## config.mk

```make
export PLATFORM = sky130hd
export DESIGN_NAME = greedy_signed_power_of_two_recoder
export DESIGN_NICKNAME = d
export VERILOG_FILES = /design/src/rtl/gspt_pkg.sv /design/src/rtl/gspt_front.sv /design/src/rtl/gspt_queue.sv /design/src/rtl/gspt_engine.sv /design/src/rtl/greedy_signed_power_of_two_recoder.sv
export SDC_FILE = /design/constraint.sdc
export NUM_CORES = 1
export LEC_CHECK = 0
export BUFFER_PORTS_ARGS = -buffer_cell sky130_fd_sc_hd__buf_4
export CORE_MARGIN = 8
export CORE_UTILIZATION = 30
export CTS_CLUSTER_SIZE = 40
export DETAILED_ROUTE_END_ITERATION = 10
export PLACE_DENSITY = 0.54
export SYNTH_ARGS = -nofsm -noshare
export SYNTH_HDL_FRONTEND = slang
export SYNTH_SLANG_ARGS = --single-unit
```

## constraint.sdc

```tcl
create_clock -name clock -period 20.6 [get_ports clock]
set_input_delay 4.12 -clock clock [delete_from_list [all_inputs] [get_ports clock]]
set_output_delay 4.12 -clock clock [all_outputs]
set_load 0.02 [all_outputs]
```

## src/rtl/gspt_pkg.sv

```systemverilog
// Shared types, constants and the sqrt(2) threshold helper for the recoder.
// No dependencies; every other file in rtl/ refers to this package by scoped names.
package gspt_pkg;

   // Fixed field widths of a result word
   localparam int POWER_WIDTH      = 5;
   localparam int COUNT_FIELD_WIDTH = 6;
   localparam int LIMIT_WIDTH      = 5;

   // Internal exponent arithmetic width, wide enough for any legal configuration
   localparam int EXP_WIDTH = 8;

   // term_limit after reset
   localparam logic [LIMIT_WIDTH-1:0] TERM_LIMIT_RESET = 5'd8;

   // Entries held between front and back
   localparam int QUEUE_DEPTH = 2;

   // Back-end sequencer states
   typedef enum logic [2:0] {
      ST_IDLE = 3'b001,
      ST_FIND = 3'b010,
      ST_STEP = 3'b100
   } engine_state_type;

   // Fixed-width part of one result word
   typedef struct packed {
      logic [COUNT_FIELD_WIDTH-1:0] fraction_bits;
      logic [COUNT_FIELD_WIDTH-1:0] integer_bits;
      logic                         last_digit;
      logic                         no_digit;
      logic                         digit_negative;
      logic [POWER_WIDTH-1:0]       digit_power;
   } result_meta_type;

   // floor(2^k * sqrt(2)) with an exact integer remainder; elaboration use only
   function automatic logic [63:0] sqrt2_floor(input int k);
      logic [63:0] t;
      logic [63:0] rem;
      logic [63:0] r4;
      logic [63:0] cand;
      t   = 64'd1;
      rem = 64'd1;
      for (int j = 0; j < k; j++) begin
         r4   = rem << 2;
         cand = (t << 2) + 64'd1;
         if (r4 >= cand) begin
            t   = (t << 1) + 64'd1;
            rem = r4 - cand;
         end else begin
            t   = t << 1;
            rem = r4;
         end
      end
      return t;
   endfunction

endpackage

```

## src/rtl/gspt_front.sv

```systemverilog
// Front end: classifies an incoming word into sign, magnitude, zero flag and limit.
// Depends on gspt_pkg.
module gspt_front #(
   parameter int VALUE_WIDTH = 32,
   parameter int MAX_TERMS   = 16,
   parameter int CNT_WIDTH   = $clog2(MAX_TERMS + 1)
) (
   input  logic [VALUE_WIDTH-1:0]             value,
   input  logic [gspt_pkg::LIMIT_WIDTH-1:0]   term_limit,
   output logic [CNT_WIDTH+VALUE_WIDTH+1:0]   entry
);

   logic                   sign;
   logic [VALUE_WIDTH-1:0] mag;
   logic                   zero;
   logic [CNT_WIDTH-1:0]   limit;
   logic [6:0]             limit_wide;

   // sign / magnitude split; the most negative value maps to 2^(W-1) unsigned
   assign sign = value[VALUE_WIDTH-1];
   assign mag  = sign ? (~value + VALUE_WIDTH'(1)) : value;
   assign zero = (value == '0);

   // clamp the digit limit to 1..MAX_TERMS
   assign limit_wide = 7'(term_limit);
   always_comb begin
      if (limit_wide == 7'd0) begin
         limit = CNT_WIDTH'(1);
      end else if (limit_wide > 7'(MAX_TERMS)) begin
         limit = CNT_WIDTH'(MAX_TERMS);
      end else begin
         limit = limit_wide[CNT_WIDTH-1:0];
      end
   end

   assign entry = {limit, zero, sign, mag};

endmodule

```

## src/rtl/gspt_queue.sv

```systemverilog
// Small register queue decoupling the front end from the digit engine.
// Depends on gspt_pkg for its depth.
module gspt_queue #(
   parameter int WIDTH = 40
) (
   input  logic             clock,
   input  logic             reset,
   input  logic             push,
   input  logic [WIDTH-1:0] push_data,
   output logic             push_ready,
   input  logic             pop,
   output logic             pop_valid,
   output logic [WIDTH-1:0] pop_data
);

   localparam int PTR_WIDTH = (gspt_pkg::QUEUE_DEPTH > 1) ? $clog2(gspt_pkg::QUEUE_DEPTH) : 1;
   localparam int FILL_WIDTH = $clog2(gspt_pkg::QUEUE_DEPTH + 1);

   logic [WIDTH-1:0]      slot_ff [gspt_pkg::QUEUE_DEPTH];
   logic [PTR_WIDTH-1:0]  wr_ptr_ff, wr_ptr_in;
   logic [PTR_WIDTH-1:0]  rd_ptr_ff, rd_ptr_in;
   logic [FILL_WIDTH-1:0] fill_ff, fill_in;

   assign push_ready = (fill_ff != FILL_WIDTH'(gspt_pkg::QUEUE_DEPTH));
   assign pop_valid  = (fill_ff != '0);
   assign pop_data   = slot_ff[rd_ptr_ff];

   // pointer wrap and fill count
   always_comb begin
      wr_ptr_in = wr_ptr_ff;
      rd_ptr_in = rd_ptr_ff;
      fill_in   = fill_ff;
      if (push) begin
         wr_ptr_in = (wr_ptr_ff == PTR_WIDTH'(gspt_pkg::QUEUE_DEPTH - 1)) ? '0
                                                                         : wr_ptr_ff + 1'b1;
      end
      if (pop) begin
         rd_ptr_in = (rd_ptr_ff == PTR_WIDTH'(gspt_pkg::QUEUE_DEPTH - 1)) ? '0
                                                                         : rd_ptr_ff + 1'b1;
      end
      if (push && !pop) begin
         fill_in = fill_ff + 1'b1;
      end else if (pop && !push) begin
         fill_in = fill_ff - 1'b1;
      end
   end

   always_ff @(posedge clock) begin
      if (reset) begin
         wr_ptr_ff <= '0;
         rd_ptr_ff <= '0;
         fill_ff   <= '0;
      end else begin
         wr_ptr_ff <= wr_ptr_in;
         rd_ptr_ff <= rd_ptr_in;
         fill_ff   <= fill_in;
      end
   end

   // storage, no reset
   always_ff @(posedge clock) begin
      if (push) begin
         slot_ff[wr_ptr_ff] <= push_data;
      end
   end

endmodule

```

## src/rtl/gspt_engine.sv

```systemverilog
// Back end: iterates greedy signed power-of-two digits and holds the output register.
// Depends on gspt_pkg.
module gspt_engine #(
   parameter int VALUE_WIDTH   = 32,
   parameter int FRACTION_BITS = 16,
   parameter int MAX_TERMS     = 16,
   parameter int CNT_WIDTH     = $clog2(MAX_TERMS + 1)
) (
   input  logic                              clock,
   input  logic                              reset,
   input  logic                              q_valid,
   input  logic [CNT_WIDTH+VALUE_WIDTH+1:0]  q_data,
   output logic                              q_pop,
   output logic                              rsp_valid,
   input  logic                              rsp_ready,
   output gspt_pkg::result_meta_type         rsp_meta,
   output logic [VALUE_WIDTH+1:0]            rsp_approx
);

   localparam int KW  = $clog2(VALUE_WIDTH);
   localparam int BW  = $clog2(VALUE_WIDTH + 1);
   localparam int EW  = gspt_pkg::EXP_WIDTH;
   localparam int SW  = VALUE_WIDTH + 2;
   localparam int CFW = gspt_pkg::COUNT_FIELD_WIDTH;

   // threshold table floor(2^k * sqrt(2))
   logic [VALUE_WIDTH-1:0] thr_tab [VALUE_WIDTH];
   for (genvar g = 0; g < VALUE_WIDTH; g++) begin : g_thr
      assign thr_tab[g] = VALUE_WIDTH'(gspt_pkg::sqrt2_floor(g));
   end

   gspt_pkg::engine_state_type state_ff, state_in;
   logic                       sign_ff, sign_in;
   logic [VALUE_WIDTH-1:0]     mag_ff, mag_in;
   logic                       zero_ff, zero_in;
   logic [CNT_WIDTH-1:0]       limit_ff, limit_in;
   logic [CNT_WIDTH-1:0]       cnt_ff, cnt_in;
   logic [KW-1:0]              k_ff, k_in;
   logic signed [SW-1:0]       sum_ff, sum_in;
   logic signed [EW-1:0]       first_ff, first_in;
   logic                       valid_ff, valid_in;
   gspt_pkg::result_meta_type  meta_ff, meta_in;
   logic [SW-1:0]              approx_ff, approx_in;

   logic                       out_free;
   logic [KW-1:0]              k_found;
   logic                       big;
   logic [BW-1:0]              b;
   logic [VALUE_WIDTH:0]       mag_up;
   logic [VALUE_WIDTH:0]       mag_diff;
   logic [VALUE_WIDTH-1:0]     mag_new;
   logic signed [SW-1:0]       pow_b;
   logic signed [SW-1:0]       sum_new;
   logic signed [EW-1:0]       p;
   logic signed [EW-1:0]       p_first;
   logic signed [EW-1:0]       ibits;
   logic signed [EW-1:0]       fbits;
   logic [CNT_WIDTH-1:0]       cnt_next;
   logic                       is_last;

   assign out_free = !valid_ff || rsp_ready;

   // leading one of the magnitude
   always_comb begin
      k_found = '0;
      for (int i = 0; i < VALUE_WIDTH; i++) begin
         if (mag_ff[i]) begin
            k_found = KW'(i);
         end
      end
   end

   // one digit: threshold pick, residue and running-sum update
   always_comb begin
      big      = (mag_ff > thr_tab[k_ff]);
      b        = big ? (BW'(k_ff) + BW'(1)) : BW'(k_ff);
      mag_up   = (VALUE_WIDTH + 1)'(1) << b;
      mag_diff = big ? (mag_up - {1'b0, mag_ff}) : ({1'b0, mag_ff} - mag_up);
      mag_new  = mag_diff[VALUE_WIDTH-1:0];
      pow_b    = SW'(1) << b;
      sum_new  = sign_ff ? (sum_ff - pow_b) : (sum_ff + pow_b);
      p        = EW'(b) - EW'(FRACTION_BITS);
      p_first  = (cnt_ff == '0) ? p : first_ff;
      ibits    = p_first + EW'(2);
      fbits    = EW'(0) - p;
      cnt_next = cnt_ff + CNT_WIDTH'(1);
      is_last  = (mag_new == '0) || (cnt_next == limit_ff);
   end

   // sequencer
   always_comb begin
      state_in  = state_ff;
      sign_in   = sign_ff;
      mag_in    = mag_ff;
      zero_in   = zero_ff;
      limit_in  = limit_ff;
      cnt_in    = cnt_ff;
      k_in      = k_ff;
      sum_in    = sum_ff;
      first_in  = first_ff;
      valid_in  = out_free ? 1'b0 : valid_ff;
      meta_in   = meta_ff;
      approx_in = approx_ff;
      q_pop     = 1'b0;
      unique case (state_ff)
         gspt_pkg::ST_IDLE: begin
            if (q_valid) begin
               q_pop    = 1'b1;
               mag_in   = q_data[VALUE_WIDTH-1:0];
               sign_in  = q_data[VALUE_WIDTH];
               zero_in  = q_data[VALUE_WIDTH+1];
               limit_in = q_data[CNT_WIDTH+VALUE_WIDTH+1:VALUE_WIDTH+2];
               cnt_in   = '0;
               sum_in   = '0;
               state_in = gspt_pkg::ST_FIND;
            end
         end
         gspt_pkg::ST_FIND: begin
            if (zero_ff) begin
               // zero input: a single empty result
               if (out_free) begin
                  valid_in           = 1'b1;
                  meta_in            = '0;
                  meta_in.no_digit   = 1'b1;
                  meta_in.last_digit = 1'b1;
                  approx_in          = '0;
                  state_in           = gspt_pkg::ST_IDLE;
               end
            end else begin
               k_in     = k_found;
               state_in = gspt_pkg::ST_STEP;
            end
         end
         gspt_pkg::ST_STEP: begin
            if (out_free) begin
               valid_in               = 1'b1;
               meta_in                = '0;
               meta_in.digit_power    = p[gspt_pkg::POWER_WIDTH-1:0];
               meta_in.digit_negative = sign_ff;
               meta_in.last_digit     = is_last;
               approx_in              = '0;
               if (is_last) begin
                  meta_in.integer_bits  = ibits[CFW-1:0];
                  meta_in.fraction_bits = fbits[CFW-1:0];
                  approx_in             = sum_new;
               end
               mag_in   = mag_new;
               sign_in  = big ? !sign_ff : sign_ff;
               sum_in   = sum_new;
               first_in = p_first;
               cnt_in   = cnt_next;
               state_in = is_last ? gspt_pkg::ST_IDLE : gspt_pkg::ST_FIND;
            end
         end
         default: begin
            state_in = gspt_pkg::ST_IDLE;
         end
      endcase
   end

   // control registers
   always_ff @(posedge clock) begin
      if (reset) begin
         state_ff <= gspt_pkg::ST_IDLE;
         valid_ff <= 1'b0;
      end else begin
         state_ff <= state_in;
         valid_ff <= valid_in;
      end
   end

   // datapath registers
   always_ff @(posedge clock) begin
      sign_ff   <= sign_in;
      mag_ff    <= mag_in;
      zero_ff   <= zero_in;
      limit_ff  <= limit_in;
      cnt_ff    <= cnt_in;
      k_ff      <= k_in;
      sum_ff    <= sum_in;
      first_ff  <= first_in;
      meta_ff   <= meta_in;
      approx_ff <= approx_in;
   end

   assign rsp_valid  = valid_ff;
   assign rsp_meta   = meta_ff;
   assign rsp_approx = approx_ff;

endmodule

```

## src/rtl/greedy_signed_power_of_two_recoder.sv

```systemverilog
// Top level of the greedy signed power-of-two recoder.
// Depends on gspt_pkg, gspt_front, gspt_queue and gspt_engine.
//
// Usage:
//   req_*  : one signed fixed-point word per accepted transfer (value in
//            req_tdata). A front end splits it into sign and magnitude and
//            parks it in a two-entry queue, so req_tready stays high while
//            the queue has room.
//   rsp_*  : one word per signed power-of-two digit, rsp_tlast on the final
//            one, which also carries the approximation and bit counts. A zero
//            input yields a single word flagged no_digit.
//   csr_*  : term_limit (reset 8); the user must write it only while the
//            block is idle, which the block itself does not enforce.
// Sequence: the engine loads a queue entry in ST_IDLE, then for each digit
//   runs a leading-one search (ST_FIND) and a threshold compare and residue
//   update (ST_STEP); it takes no new entry until the last digit is issued.
// Reset: synchronous; clears the queue, the engine state and rsp_tvalid.
// Stall: a word held in the output register waits for rsp_tready; the engine
//   pauses and the queue keeps accepting input until it is full.
module greedy_signed_power_of_two_recoder #(
   parameter int VALUE_WIDTH   = 32,
   parameter int FRACTION_BITS = 16,
   parameter int MAX_TERMS     = 16
) (
   input  logic                                      clock,
   input  logic                                      reset,
   // value
   input  logic                                      req_tvalid,
   output logic                                      req_tready,
   input  logic [((VALUE_WIDTH+7)/8)*8-1:0]          req_tdata,
   // digit_power, approx_value, integer_bits, fraction_bits
   output logic                                      rsp_tvalid,
   input  logic                                      rsp_tready,
   output logic [((VALUE_WIDTH+26)/8)*8-1:0]         rsp_tdata,
   // digit_negative, no_digit
   output logic [1:0]                                rsp_tuser,
   output logic                                      rsp_tlast,
   input  logic                                      csr_wr_en,
   input  logic [gspt_pkg::LIMIT_WIDTH-1:0]          csr_wr_data
);

   localparam int CNT_WIDTH = $clog2(MAX_TERMS + 1);
   localparam int QW        = CNT_WIDTH + VALUE_WIDTH + 2;
   localparam int OUT_W     = ((VALUE_WIDTH + 26) / 8) * 8;
   localparam int USED_W    = gspt_pkg::POWER_WIDTH + VALUE_WIDTH + 2
                              + 2 * gspt_pkg::COUNT_FIELD_WIDTH;

   logic [gspt_pkg::LIMIT_WIDTH-1:0] term_limit_ff;
   logic [QW-1:0]                    entry;
   logic                             q_push;
   logic                             q_ready;
   logic                             q_valid;
   logic                             q_pop;
   logic [QW-1:0]                    q_data;
   gspt_pkg::result_meta_type        meta;
   logic [VALUE_WIDTH+1:0]           approx;
   logic [USED_W-1:0]                packed_out;

   // configuration register
   always_ff @(posedge clock) begin
      if (reset) begin
         term_limit_ff <= gspt_pkg::TERM_LIMIT_RESET;
      end else if (csr_wr_en) begin
         term_limit_ff <= csr_wr_data;
      end
   end

   gspt_front #(
      .VALUE_WIDTH (VALUE_WIDTH),
      .MAX_TERMS   (MAX_TERMS),
      .CNT_WIDTH   (CNT_WIDTH)
   ) u_front (
      .value      (req_tdata[VALUE_WIDTH-1:0]),
      .term_limit (term_limit_ff),
      .entry      (entry)
   );

   assign req_tready = q_ready;
   assign q_push     = req_tvalid && q_ready;

   gspt_queue #(
      .WIDTH (QW)
   ) u_queue (
      .clock      (clock),
      .reset      (reset),
      .push       (q_push),
      .push_data  (entry),
      .push_ready (q_ready),
      .pop        (q_pop),
      .pop_valid  (q_valid),
      .pop_data   (q_data)
   );

   gspt_engine #(
      .VALUE_WIDTH   (VALUE_WIDTH),
      .FRACTION_BITS (FRACTION_BITS),
      .MAX_TERMS     (MAX_TERMS),
      .CNT_WIDTH     (CNT_WIDTH)
   ) u_engine (
      .clock      (clock),
      .reset      (reset),
      .q_valid    (q_valid),
      .q_data     (q_data),
      .q_pop      (q_pop),
      .rsp_valid  (rsp_tvalid),
      .rsp_ready  (rsp_tready),
      .rsp_meta   (meta),
      .rsp_approx (approx)
   );

   // result word packing
   assign packed_out = {meta.fraction_bits, meta.integer_bits, approx, meta.digit_power};
   assign rsp_tdata  = OUT_W'(packed_out);
   assign rsp_tuser  = {meta.no_digit, meta.digit_negative};
   assign rsp_tlast  = meta.last_digit;

endmodule

```

-- Word level (Yosys, flattened, before mapping)
Memories as Yosys holds them, arrays and structs flattened. A register that Yosys moved wholly into a read port is not among the register bits.
Index checks and enable logic that the tools add are counted.
- eq/ne operators: 11
- add/sub/neg operators: 14
- multiplexer cells: 82
- reduce and logical (&&, ||, !) cells: 28
- shift operators: 2
- bitwise logic cells: 3
- magnitude comparators: 3
- operator list (operator ; number):
    two-way mux 34 bit ; 7
    two-way mux 32 bit ; 6
    case mux 34 bit (2 select lines) ; 2
    zero test 32 bit ; 2
    two-way mux 4 bit ; 16
    case mux 32 bit (2 select lines) ; 1
    subtractor 32 bit ; 2
    two-way mux 20 bit ; 3
    case mux 20 bit (2 select lines) ; 1
    two-way mux 3 bit ; 12
    adder 34 bit ; 1
    left shift 1 x 6 -> 34 bit, first input constant ; 1
    subtractor 34 bit ; 1
    adder 32 x 1 -> 32 bit, second input constant ; 1
    greater-than comparator 32 bit ; 1
    NOT 32 bit ; 1
    left shift 1 x 6 -> 32 bit, first input constant ; 1
    two-way mux 5 bit ; 4
    two-way mux 1 bit ; 16
    OR reduction 16 bit ; 1
    two-way mux 2 bit ; 7
    two-way mux 12 bit ; 1
    case mux 5 bit (2 select lines) ; 1
    case mux 3 bit (3 select lines) ; 1
    34 further kinds ; 53
- memories: 2
- input port bits: 42
- register bits after elaboration: 158
- bits in writable memories: 78
- ROM bits: 1024
- logic and storage cells: 170
- memory list (memory ; words ; bits a word ; read ports ; clocked after Yosys merged registers in ; write ports ; RTL line ; source):
    (name not given) ; 32 ; 32 ; 1 ; 0 ; 0 ; gspt_engine.sv:75 ; big = (mag_ff > thr_tab[k_ff]);
    u_queue.slot_ff ; 2 ; 39 ; 1 ; 1 ; 1 ; gspt_queue.sv:19 ; logic [WIDTH-1:0] slot_ff [gspt_pkg::QUEUE_DEPTH];

-- Depth between registers and ports, before layout
- depth after elaboration: 30
- depth in mapped cells: 41
- gate-level depth less buffers: 37

-- Hierarchy
From an unflattened synthesis, not the netlist that was laid out.
- cells, all modules: 2021
- area total of the unflattened synthesis: 18749.2 sq um
- by module, submodules not included (module ; seq. area each (sq um) ; area an instance (sq um) ; cells each ; times used):
    gspt_engine ; 4374.2 ; 14727.9 ; 1749 ; 1
    gspt_queue ; 2442.3 ; 3017.9 ; 143 ; 1
    gspt_front ; 0.0 ; 772.0 ; 106 ; 1
    greedy_signed_power_of_two_recoder ; 100.1 ; 231.5 ; 23 ; 1

-- Least setup slack after synthesis
OpenSTA, ideal clock, no wires.
- kind: reg-to-reg
- start point: register u_engine.k_ff[0]
- end point: register u_engine.approx_ff[33] (netlist: u_engine.rsp_approx[33]) (data pin)
- data required time: 20.448 ns
- period minus slack after synthesis: 8.624 ns
- cell stages (with the launch flop): 42
- arrival time: 8.472 ns
- setup time: 0.152 ns
- path slack: 11.976 ns
- buffers on the path: 6
- cell sequence: edfxtp_1 -> inv_1 -> ha_1 -> clkbuf_1 -> nor2_1 -> a21o_1 -> a32oi_1 -> o21ai_0 -> a22oi_1 -> ha_1 -> a21oi_1 -> a21oi_1 -> a211oi_1 -> o211ai_1 -> buf_4 -> o21ai_2 -> buf_6 -> buf_2 -> [6 not listed] -> o21ai_1 -> a21o_1 -> inv_1 -> a21oi_1 -> xnor2_1 -> ha_1 -> a21o_1 -> a21o_1 -> a21o_1 -> a21o_1 -> a211o_1 -> o31a_1 -> a21oi_1 -> a21boi_0 -> and4_1 -> a2111oi_0 -> xnor3_1 -> nor3_2
- word-level cells in the longest chain between the ends: 14
- elaborated cells between the ends (all ways): 20
- those cells by class: add/sub: 5; order compare: 1; shift: 2; mux: 8; bitwise: 1; reduce/logical: 2; memory: 1
- RTL lines (item ; RTL line ; source):
    from (decl) ; gspt_engine.sv:38 ; logic [KW-1:0] k_ff, k_in;
    from (signal assigned) ; gspt_engine.sv:179 ; k_ff <= k_in;
    NOT 5 -> 6 bit (implied by the code) ; gspt_engine.sv:75 ;
    memory read (32 x 32 bit) ; - ;
    two-way mux 32 bit (implied by the code) (2 in series) ; gspt_engine.sv:75 ;
    greater-than comparator 32 bit ; gspt_engine.sv:75 ;
    two-way mux 6 bit ; gspt_engine.sv:76 ; b = big ? (BW'(k_ff) + BW'(1)) : BW'(k_ff);
    left shift 1 x 6 -> 32 bit ; gspt_engine.sv:77 ; mag_up = (VALUE_WIDTH + 1)'(1) << b;
    subtractor 32 bit ; gspt_engine.sv:78 ; mag_diff = big ? (mag_up - {1'b0, mag_ff}) : ({1'b0, mag_ff} - mag_up);
    two-way mux 32 bit ; gspt_engine.sv:78 ;
    zero test 32 bit ; gspt_engine.sv:87 ; is_last = (mag_new == '0) || (cnt_next == limit_ff);
    logical OR 1 bit ; gspt_engine.sv:87 ;
    two-way mux 34 bit (*) ; gspt_engine.sv:142 ; if (is_last) begin
    two-way mux 34 bit (*) ; gspt_engine.sv:135 ; if (out_free) begin
    case mux 34 bit (2 select lines) (*) ; gspt_engine.sv:105 ; unique case (state_ff)
    to (signal assigned) ; gspt_engine.sv:183 ; approx_ff <= approx_in;
    to (decl) ; gspt_engine.sv:43 ; logic [SW-1:0] approx_ff, approx_in;
Every way passes the cells marked *; elsewhere a longest branch is shown, timed or not. The select of a mux whose other input is x is not followed.
A chain may end at the register's enable or synchronous reset.

-- Final worst setup path
- start point: register u_engine.k_ff[4]
- end point: register u_engine.meta_ff, in the netlist u_engine.rsp_meta[16] (data pin)
- word-level cells in the longest chain between the ends: 14
- elaborated cells between the ends (all ways): 18
- those cells by class: add/sub: 5; order compare: 1; shift: 1; mux: 7; bitwise: 1; reduce/logical: 2; memory: 1
- RTL lines (item ; RTL line ; source):
    NOT 5 -> 6 bit (implied by the code) (*) ; gspt_engine.sv:75 ;
    memory read (32 x 32 bit) (*) ; - ;
    two-way mux 32 bit (implied by the code) (*) (2 in series) ; gspt_engine.sv:75 ;
    greater-than comparator 32 bit (*) ; gspt_engine.sv:75 ;
    two-way mux 6 bit (*) ; gspt_engine.sv:76 ;
    named net u_engine.b[0] ; gspt_engine.sv:48 ; logic [BW-1:0] b;
    left shift 1 x 6 -> 32 bit ; gspt_engine.sv:77 ;
    subtractor 32 bit ; gspt_engine.sv:78 ;
    two-way mux 32 bit ; gspt_engine.sv:78 ;
    zero test 32 bit ; gspt_engine.sv:87 ;
    logical OR 1 bit ; gspt_engine.sv:87 ;
    two-way mux 12 bit (*) ; gspt_engine.sv:142 ;
    two-way mux 20 bit (*) ; gspt_engine.sv:135 ;
    case mux 20 bit (2 select lines) (*) ; gspt_engine.sv:105 ;
    to (signal assigned) ; gspt_engine.sv:182 ; meta_ff <= meta_in;
    to (decl) ; gspt_engine.sv:42 ; gspt_pkg::result_meta_type meta_ff, meta_in;
Mark *: on every way through the listed nets, which the timed path passes. The rest lies on a longest branch. The select of a mux whose other input is x is not followed.

==> flow_metrics.tcl <==
set metrics [dict create \
    status "completed" \
    ys_ff_latch 235 \
    start_util 0.302 \
    maxClockFrequency_ghz 0.0879 \
    fin_cells 2871 \
    holdPathEnd "u_queue.rd_ptr_ff" \
    ir_worst_vdd_mv 0.0781 \
    final_cell_mix "edfxtp_1 (221), a21oi_1 (185), nand2_1 (175), ha_1 (156), nor2_1 (147)" \
    viasPerCell 5.48 \
    ctsHoldBuffers 0 \
    worstPathArrival_ns 11.79 \
    cp_common_cell "a21oi_1" \
    grt_pass1_wl_um 94800 \
    slew_headroom 0.218 \
    routedWlPerCell_um 21.8 \
    syn_to_final_growth_pct 12.7 \
    r2r_setup_slack_ns 9.22 \
    ys_seq_area_frac 0.373 \
    cap_viol_max_count 0 \
    end_kind "flop" \
    async_flop_share 0 \
    rows 91 \
    die_height_um 264 \
    critPathMaxFanout 48 \
    hold_violations 0 \
    cts-resized-gates 0 \
    rsz0062_at_grt "no" \
    dp_hpwl_um 48900 \
    layout_commonest_cell "edfxtp_1" \
    fin_tns_setup_ns 0 \
    antenna_found_initial 1 \
    cts_tree "yes" \
    hold_ws_ns 0.499 \
    portBuffers 97 \
    finalClockSkew_ns 0.0372 \
    avgSynthCellArea_sq_um 9.19 \
    grt_pass1_vias 15500 \
    ctsRootBufferMaster "clkbuf_16" \
    slew_viol_final 0 \
    clock_sinks 235 \
    first_pass_iters 8 \
    multiInputGateArea_sq_um 10800 \
    path_clk_slew_ns 0.06 \
    htree_levels 1 \
    reg2reg_to "u_engine.rsp_meta[16]" \
    die-area_sq_um 69900 \
    grt_util_all_layers 0.171 \
    period_minus_slack_ns 11.38 \
    yosysWarnings 0 \
    grt.overflow.total 0 \
    post-route-drc-count 0 \
    final-seq-area_sq_um 6920 \
    rr_worst_depth 34 \
    worst_pin_slew_ns 1.17 \
    synth-edff-count 221 \
    synthDistinctLibCells 92 \
    synth_area_sq_um 18500 \
    slowest_delay_ns 0.63 \
    place_inst 2824 \
    fin_nets 2264 \
    ys_top_cells_by_area "edfxtp_1 (36%), ha_1 (11%), a21oi_1 (5.0%), xnor2_1 (4.1%), nand2_1 (3.5%)" \
    path_class "flop to flop" \
    vias 15700 \
    slowest_stage "nor2_1" \
    setup_violations 0 \
    num_antenna_cells 0 \
    coreArea_sq_um 61400 \
    synth-main-ff-cell "edfxtp_1" \
    grt_max_degree 73 \
    cp.required_ns 21.01 \
    startpoint "u_engine.k_ff[4]" \
    die_w_um 264 \
    powerDensity_nw_per_um2 164 \
    synth_top_area_frac 0.358 \
    clockBufferDepth 3 \
    clock_latency_ns 0.58 \
    antenna_left 0 \
    drt_iter0_markers 1301 \
    min_from "u_queue.rd_ptr_ff" \
    worstHoldPathCells 2 \
    regToRegStartpoint "u_engine.k_ff[4]" \
    finalCritPeriodShare 0.552 \
    nFillCells 6260 \
    num_io_pins 103 \
    cts_made_buffers 27 \
    drive_above_1_share 0.110 \
    cts_setup_buffers 0 \
    cp-start-kind "flop" \
    leakage_nw 7.89 \
    drt_wl_total_um 62600 \
    hp-class "flop to flop" \
    routabilityCongestion 0.987 \
    synthCells 2015 \
    yosysTopAreaCell "edfxtp_1" \
]
report_power, final:
| group | internal, mW | switching [mW] | leakage (nW) |
|---|---|---|---|
| combinational | 0.749 | 1.39 | 5.34 |
| sequential | 0.677 | 0.127 | 2.13 |
| clock | 0.275 | 0.207 | 0.426 |
| total | 1.70 | 1.72 | 7.89 |
worst max-delay path, delay by kind of cell, from the launching register on:
family | cells | cell delay (ns)
DFF | 1 | 0.33
adders and majority gates | 4 | 1.94
and+or+nand+nor | 10 | 3.45
xor gates and xnor gates | 2 | 0.50
buffers and inverters | 6 | 2.18
muxes | 1 | 0.20
AOI/OAI and AO/OA | 11 | 2.55
kinds of logic after synthesis:
group	Yosys count	synth area share
AO/OA/AOI/OAI	581	0.205
XOR/XNOR	129	0.0617
multiplexers	49	0.0274
flip-flops	235	0.373
adder cells (fa/ha/maj)	159	0.109
buffers and inverters	213	0.0476
other	1	0.000202
AND/OR/NAND/NOR	648	0.176
worst max path at each step:
stage | endpoint | slack (ns) | depth (start not counted)
detailed placement | u_engine.rsp_meta[16] | 9.38 | 34
CTS | u_engine.rsp_meta[16] | 9.38 | 34
global placement | u_engine.rsp_meta[16] | 9.46 | 31
global route | u_engine.rsp_meta[16] | 8.33 | 34
floorplan | u_engine.rsp_approx[33] | 11.98 | 41
finish | u_engine.rsp_meta[16] | 9.22 | 34
final cells by class:
cell class	instances	area share
Clock buffer	30	0.0339
Inverter	113	0.0203
Clock inverter	17	0.00851
Timing Repair Buffer	115	0.0414
Multi-Input combinational cell	1571	0.517
Tap cell	790	0.0474
Sequential cell	235	0.331
sequential cells by signal, summed over array words and instances, names as in the netlist, named ones only:
register,flops
u_queue.slot_ff,78
u_engine.rsp_approx,34
u_engine.sum_ff,34
u_engine.mag_ff,32
u_engine.rsp_meta,20
u_engine.first_ff,6
term_limit_ff,5
u_engine.cnt_ff,5
u_engine.k_ff,5
u_engine.limit_ff,5
u_engine.state_ff,3
u_queue.fill_ff,2
u_engine.rsp_valid,1
u_engine.sign_ff,1
u_engine.zero_ff,1
u_queue.rd_ptr_ff,1
u_queue.wr_ptr_ff,1
cell usage after synthesis, types with 17 or more instances:
cell,number
a211oi_1,42
a21o_1,53
a21oi_1,185
and2_1,24
and3_1,17
clkbuf_1,74
edfxtp_1,221
ha_1,156
inv_1,110
mux2i_1,36
nand2_1,175
nand2b_1,22
nand3_1,52
nand4_1,26
nor2_1,151
nor2b_1,55
nor3_1,44
nor3_2,17
nor4_1,17
o211ai_1,23
o21ai_0,116
o21bai_1,18
xnor2_1,87
xor2_1,41
through the flow:
step                instance area, sq um  setup slack, ns  utilization  power [mW]
finish                             20900             9.22        0.340        3.42
detailed placement                 20000             9.38        0.326        2.91
global route                       20900             8.33        0.340        3.65
floorplan                          18500            11.98            -        2.27
global placement                   20000             9.46        0.326        2.91
CTS                                20900             9.38        0.340        3.41
routing by layer:
metal | wire, um | track usage | vias up
met1 | 27800 | 0.223 | 7614
met3 | 2970 | 0.0176 | 110
li1 | - | - | 7501
met5 | 0 | 0 | -
met4 | 2300 | 0.0618 | 0
met2 | 29600 | 0.293 | 494
Power figures use the tool's default switching activity.
